File: config.mk
export PLATFORM = sky130hd
export DESIGN_NAME = dtbts_filter
export DESIGN_NICKNAME = d
export VERILOG_FILES = /design/src/hdl/dtbts_pkg.sv /design/src/hdl/dtbts_filter.sv
export SDC_FILE = /design/constraint.sdc
export NUM_CORES = 1
export LEC_CHECK = 0
export BUFFER_PORTS_ARGS = -buffer_cell sky130_fd_sc_hd__buf_2
export CAP_MARGIN = 20
export CORE_MARGIN = 1
export CORE_UTILIZATION = 39
export DETAILED_ROUTE_END_ITERATION = 8
export GPL_TIMING_DRIVEN = 1
export RECOVER_POWER = 50
export SKIP_CTS_REPAIR_TIMING = 1
export SLEW_MARGIN = 10
export SYNTH_ARGS = -nofsm -noshare
export SYNTH_HDL_FRONTEND = slang
export SYNTH_SLANG_ARGS = --single-unit
File: constraint.sdc
create_clock -name i_clk -period 19.49 [get_ports i_clk]
set_input_delay 1.949 -clock i_clk [delete_from_list [all_inputs] [get_ports i_clk]]
set_output_delay 1.949 -clock i_clk [all_outputs]
set_load 0.02 [all_outputs]
File: src/hdl/dtbts_pkg.sv
// Shared types and constants of the depth-tested bilinear texture shader.
// Holds field widths, opcodes, register indexes and the texel quad type.
// Depends on nothing.
package dtbts_pkg;

    localparam int MAX_WIDTH_DEF  = 1024;
    localparam int MAX_HEIGHT_DEF = 1024;
    localparam int TEX_SIZE_DEF   = 256;
    localparam int DEPTH_BITS_DEF = 24;

    localparam int FRAC_BITS  = 16;
    localparam int COORD_W    = FRAC_BITS + 2;
    localparam int CH_W       = 8;
    localparam int RGB_W      = 3 * CH_W;
    localparam int ROW_W      = CH_W + FRAC_BITS;
    localparam int XY_W       = 10;
    localparam int Z_W        = 24;
    localparam int SCR_W      = 11;
    localparam int TL_W       = 8;
    localparam int CFG_IDX_W  = 3;
    localparam int CFG_DATA_W = 11;

    typedef enum logic [1:0] {
        OP_LOAD  = 2'd0,
        OP_CLEAR = 2'd1,
        OP_SHADE = 2'd2,
        OP_NONE  = 2'd3
    } t_op;

    typedef enum logic [CFG_IDX_W-1:0] {
        REG_SCREEN_W   = 3'd0,
        REG_SCREEN_H   = 3'd1,
        REG_TEX_LAST_U = 3'd2,
        REG_TEX_LAST_V = 3'd3
    } t_reg;

    typedef struct packed {
        logic [RGB_W-1:0] t00;
        logic [RGB_W-1:0] t10;
        logic [RGB_W-1:0] t01;
        logic [RGB_W-1:0] t11;
    } t_quad;

    typedef struct packed {
        logic busy;
        logic done;
    } t_filt_stat;

endpackage

File: src/hdl/dtbts_filter.sv
// Bilinear filter: one shared interpolation multiplier stepped over the three
// color channels, two row blends and one column blend each. Uses dtbts_pkg.
module dtbts_filter (
    input  logic                          i_clk,
    input  logic                          i_rst_n,
    input  logic                          i_start,
    input  dtbts_pkg::t_quad              i_quad,
    input  logic [dtbts_pkg::FRAC_BITS-1:0] i_fu,
    input  logic [dtbts_pkg::FRAC_BITS-1:0] i_fv,
    output dtbts_pkg::t_filt_stat         o_stat,
    output logic [dtbts_pkg::RGB_W-1:0]   o_color
);
    import dtbts_pkg::*;

    localparam int DIFF_W = ROW_W + 1;
    localparam int PROD_W = DIFF_W + FRAC_BITS + 1;

    typedef enum logic [3:0] {
        F_IDLE = 4'b0001,
        F_ROW0 = 4'b0010,
        F_ROW1 = 4'b0100,
        F_MIX  = 4'b1000
    } t_fstate;

    t_fstate            r_state, n_state;
    logic [1:0]         r_chan, n_chan;
    logic [ROW_W-1:0]   r_row0, n_row0;
    logic [ROW_W-1:0]   r_row1, n_row1;
    logic [RGB_W-1:0]   r_color, n_color;
    logic               r_done, n_done;

    logic [CH_W-1:0]          c00, c10, c01, c11;
    logic [ROW_W-1:0]         op_a, op_b;
    logic [FRAC_BITS-1:0]     op_f;
    logic signed [DIFF_W-1:0] diff;
    logic signed [PROD_W-1:0] prod;
    logic signed [PROD_W-1:0] lerp;

    assign c00 = i_quad.t00[r_chan*CH_W +: CH_W];
    assign c10 = i_quad.t10[r_chan*CH_W +: CH_W];
    assign c01 = i_quad.t01[r_chan*CH_W +: CH_W];
    assign c11 = i_quad.t11[r_chan*CH_W +: CH_W];

    always_comb begin
        case (r_state)
            F_ROW0: begin
                op_a = ROW_W'(c00);
                op_b = ROW_W'(c10);
                op_f = i_fu;
            end
            F_ROW1: begin
                op_a = ROW_W'(c01);
                op_b = ROW_W'(c11);
                op_f = i_fu;
            end
            default: begin
                op_a = r_row0;
                op_b = r_row1;
                op_f = i_fv;
            end
        endcase
    end

    // a*(1-f) + b*f is computed as a*1 + (b-a)*f, which is exact.
    assign diff = $signed({1'b0, op_b}) - $signed({1'b0, op_a});
    assign prod = diff * $signed({1'b0, op_f});
    assign lerp = $signed({2'b00, op_a, {FRAC_BITS{1'b0}}}) + prod;

    always_comb begin
        n_state = r_state;
        n_chan  = r_chan;
        n_row0  = r_row0;
        n_row1  = r_row1;
        n_color = r_color;
        n_done  = 1'b0;
        case (r_state)
            F_IDLE: begin
                if (i_start) begin
                    n_state = F_ROW0;
                    n_chan  = 2'd0;
                end
            end
            F_ROW0: begin
                n_row0  = lerp[ROW_W-1:0];
                n_state = F_ROW1;
            end
            F_ROW1: begin
                n_row1  = lerp[ROW_W-1:0];
                n_state = F_MIX;
            end
            F_MIX: begin
                n_color[(2 - r_chan)*CH_W +: CH_W] = lerp[2*FRAC_BITS +: CH_W];
                if (r_chan == 2'd2) begin
                    n_state = F_IDLE;
                    n_done  = 1'b1;
                end else begin
                    n_chan  = r_chan + 2'd1;
                    n_state = F_ROW0;
                end
            end
            default: begin
                n_state = F_IDLE;
            end
        endcase
    end

    always_ff @(posedge i_clk) begin
        if (!i_rst_n) begin
            r_state <= F_IDLE;
            r_chan  <= 2'd0;
            r_done  <= 1'b0;
        end else begin
            r_state <= n_state;
            r_chan  <= n_chan;
            r_done  <= n_done;
        end
        r_row0  <= n_row0;
        r_row1  <= n_row1;
        r_color <= n_color;
    end

    assign o_stat.busy = (r_state != F_IDLE);
    assign o_stat.done = r_done;
    assign o_color     = r_color;

endmodule

==> results.py <==
metrics = {
    "route": {
        "drtPass1Iterations": 5,
        "drc": 0,
        "dr_total_vias": 15640,
        "drt-wirelength-per-cell_um": 19.34,
        "ant_nets": 0,
        "initialDrtViolationCount": 1048,
        "drt_wl_total_um": 59540,
        "vias_per_cell": 5.083,
    },
    "place": {
        "dpl_cell_area_um2": 21980,
        "dp_hpwl_um": 49840,
        "io_buffers": 156,
        "place.gp.congestion": 0.9586,
    },
    "timing": {
        "finalSetupViolations": 0,
        "hold_violations": 0,
        "min_period_ps": 13460,
        "timing.final.crit_share": 0.6904,
        "finalMaxSlewViolations": 42,
        "slew-limit-headroom": -0.6406,
        "tns_ps": 0,
        "worst_clock_skew_ps": 10.16,
        "tightest_slew_ps": 2461,
        "fmax_mhz": 74.32,
        "rsz0062_at_grt": "no",
    },
    "die": {
        "die_w_um": 229.8,
        "dieArea_um2": 52790,
        "io_pins": 157,
        "core_um2": 51300,
        "rows": 83,
        "die_h_um": 229.8,
        "start_util": 0.3943,
    },
    "logic_synthesis": {
        "ys_ff_latch": 79,
        "netlist_area_um2": 20230,
        "yosys_warnings": 0,
        "synthesis.nets": 2920,
        "async_flop_share": 0,
        "yosysSeqAreaShare": 0.1138,
        "synth_edf_count": 72,
        "synth_flop_cell": "edfxtp_1",
        "syn-instance-count": 2236,
        "yosysUniqueCellTypes": 73,
        "postSynthAreaPerCell_um2": 9.047,
    },
    "setup_path": {
        "path_depth": 37,
        "cp_common_cell": "fa_1",
        "crit_type": "reg2reg",
        "cp-end-kind": "flip-flop",
        "critPathMaxStageDelay_ps": 1810,
        "slowest_stage": "clkbuf_1",
        "crit_buf_inv": 7,
        "timing.critical_path.required_ps": 19650,
        "startpoint_type": "flip-flop",
        "cpLargestDelayFamily": "adder cells",
        "crit_fanout": 41,
        "reg2regPathDepth": 37,
        "crit_arrival_ps": 13610,
    },
    "finish": {
        "nNetsFinal": 3077,
        "fin_area_um2": 22350,
        "synthToLayoutAreaGrowth_pct": 10.46,
        "nFillCells": 5075,
        "fin_util": 0.4356,
        "antenna_cells": 0,
        "drive_above_1_share": 0.1076,
    },
    "min_path": {
        "min_path_type": "reg2reg",
        "holdPathStages": 2,
    },
    "grt": {
        "grtUsageTotal": 0.2365,
        "grt_pass1_wl_um": 96040,
        "grt-ovfl-total": 0,
        "antenna_found_initial": 0,
        "grt_pass1_vias": 17120,
        "grt_max_degree": 56,
    },
    "clocking": {
        "cts_buffer_depth": 2,
        "clkTransAtPathRegs_ps": 60,
        "clock_latency_ps": 350,
        "cts_buffers": 9,
        "htreeDepth": 3,
        "cts_tree": "built",
        "cts_root_buf": "clkbuf_16",
        "clock-sinks": 79,
    },
    "status": {
        "status": "complete, but fails checks",
        "failed_checks": "capacitance limit, slew limit",
    },
    "run": {
        "cap_viol_max_count": 1,
    },
}
[flip-flops by register name, summed over array words and instances (netlist names)]
| signal | count |
|---|---|
| r_row1 | 24 |
| r_row0 | 24 |
| r_state | 4 |
| r_done | 1 |
| r_chan | 2 |
| o_color | 24 |
[layer usage]
| metal | up-vias | wire length (µm) | global-route usage |
|---|---|---|---|
| met1 | 7973 | 24760 | 0.3082 |
| met2 | 534 | 29600 | 0.4143 |
| li1 | 7065 | - | - |
| met4 | 0 | 1746 | 0.07057 |
| met3 | 72 | 3428 | 0.02406 |
| met5 | - | 0 | 0 |
[worst paths after layout]
check | slack (ps) | start | to
worst min-delay path | 560 | r_chan[1] | r_chan[1]
worst min register to register | 560 | r_chan[1] | r_chan[1]
worst max register to register | 6030 | r_state[3] | o_color[20]
worst max-delay path | 6030 | r_state[3] | o_color[20]
[layout make-up]
cell class,count,area [µm²],area share
multi-input cells,1525,15550,0.6958
flip-flops and latches,79,2302,0.1030
inverters,575,2160,0.09665
repair buffers,203,1115,0.04989
well taps,680,850.8,0.03808
clock buffers,9,225.2,0.01008
clock inverters,7,145.1,0.006495
[Yosys cell counts (all sizes together) (16+ instances only)]
cell type,count,share of area
nor2,297,0.055
clkbuf,40,0.0074
nand2,204,0.038
edfxtp,72,0.11
xnor2,53,0.023
a21o,21,0.0079
o21ai,39,0.0096
nand3,18,0.0045
ha,142,0.088
nor3,22,0.0054
inv,572,0.11
nand2b,36,0.011
fa,411,0.41
and2,34,0.011
mux4,16,0.018
xor2,26,0.012
buf,17,0.0046
a21oi,54,0.014
[placed cells by master, fill, tap and decap left out, types with 9 or more instances in the layout]
master	n
inv_1	572
fa_1	411
nor2_1	295
nand2_1	204
buf_2	146
ha_1	142
edfxtp_1	72
xnor2_1	53
a21oi_1	50
buf_4	45
nand2b_1	36
o21ai_0	33
and2_1	31
xor2_1	25
nor3_1	22
a21o_1	20
nand3_1	18
mux4_2	16
nor2b_1	13
clkbuf_1	11
o21bai_1	10
a221oi_1	9
a221o_1	9
clkbuf_16	9
[stage by stage]
| stage | cells | setup WS, ps | hold slack [ps] |
|---|---|---|---|
| after floorplan | 2236 | 8476 | 483.9 |
| after global placement | 3059 | 7276 | 505.7 |
| after detailed placement | 3060 | 7231 | 541.7 |
| after CTS | 3076 | 7567 | 551.5 |
| after global routing | 3078 | 5011 | 592.2 |
| final | 3078 | 6034 | 559.6 |
[kinds of logic (layout without fill, tap and decap cells)]
family,Yosys count,count (layout),share of synthesized area
AO/OA/AOI/OAI,202,202,0.06946
XOR/XNOR,80,80,0.03569
adder cells (fa/ha/maj),553,553,0.4946
buffers and inverters,632,794,0.1188
flip-flops,79,79,0.1138
multiplexers,30,30,0.02561
AND/OR/NAND/NOR,660,660,0.1421
[worst register-to-register path: cells and delay by family (launching register included)]
family / cells / cell delay (ps)
AOI/OAI and AO/OA: 10 / 2300
and+or+nand+nor: 10 / 3330
DFF: 1 / 330
adders and majority gates: 9 / 3970
muxes: 1 / 720
buffers and inverters: 7 / 2630
Power is left out: the tool's default activity adds up to more than one toggle a clock period on the data nets, which glitch-free logic cannot reach.
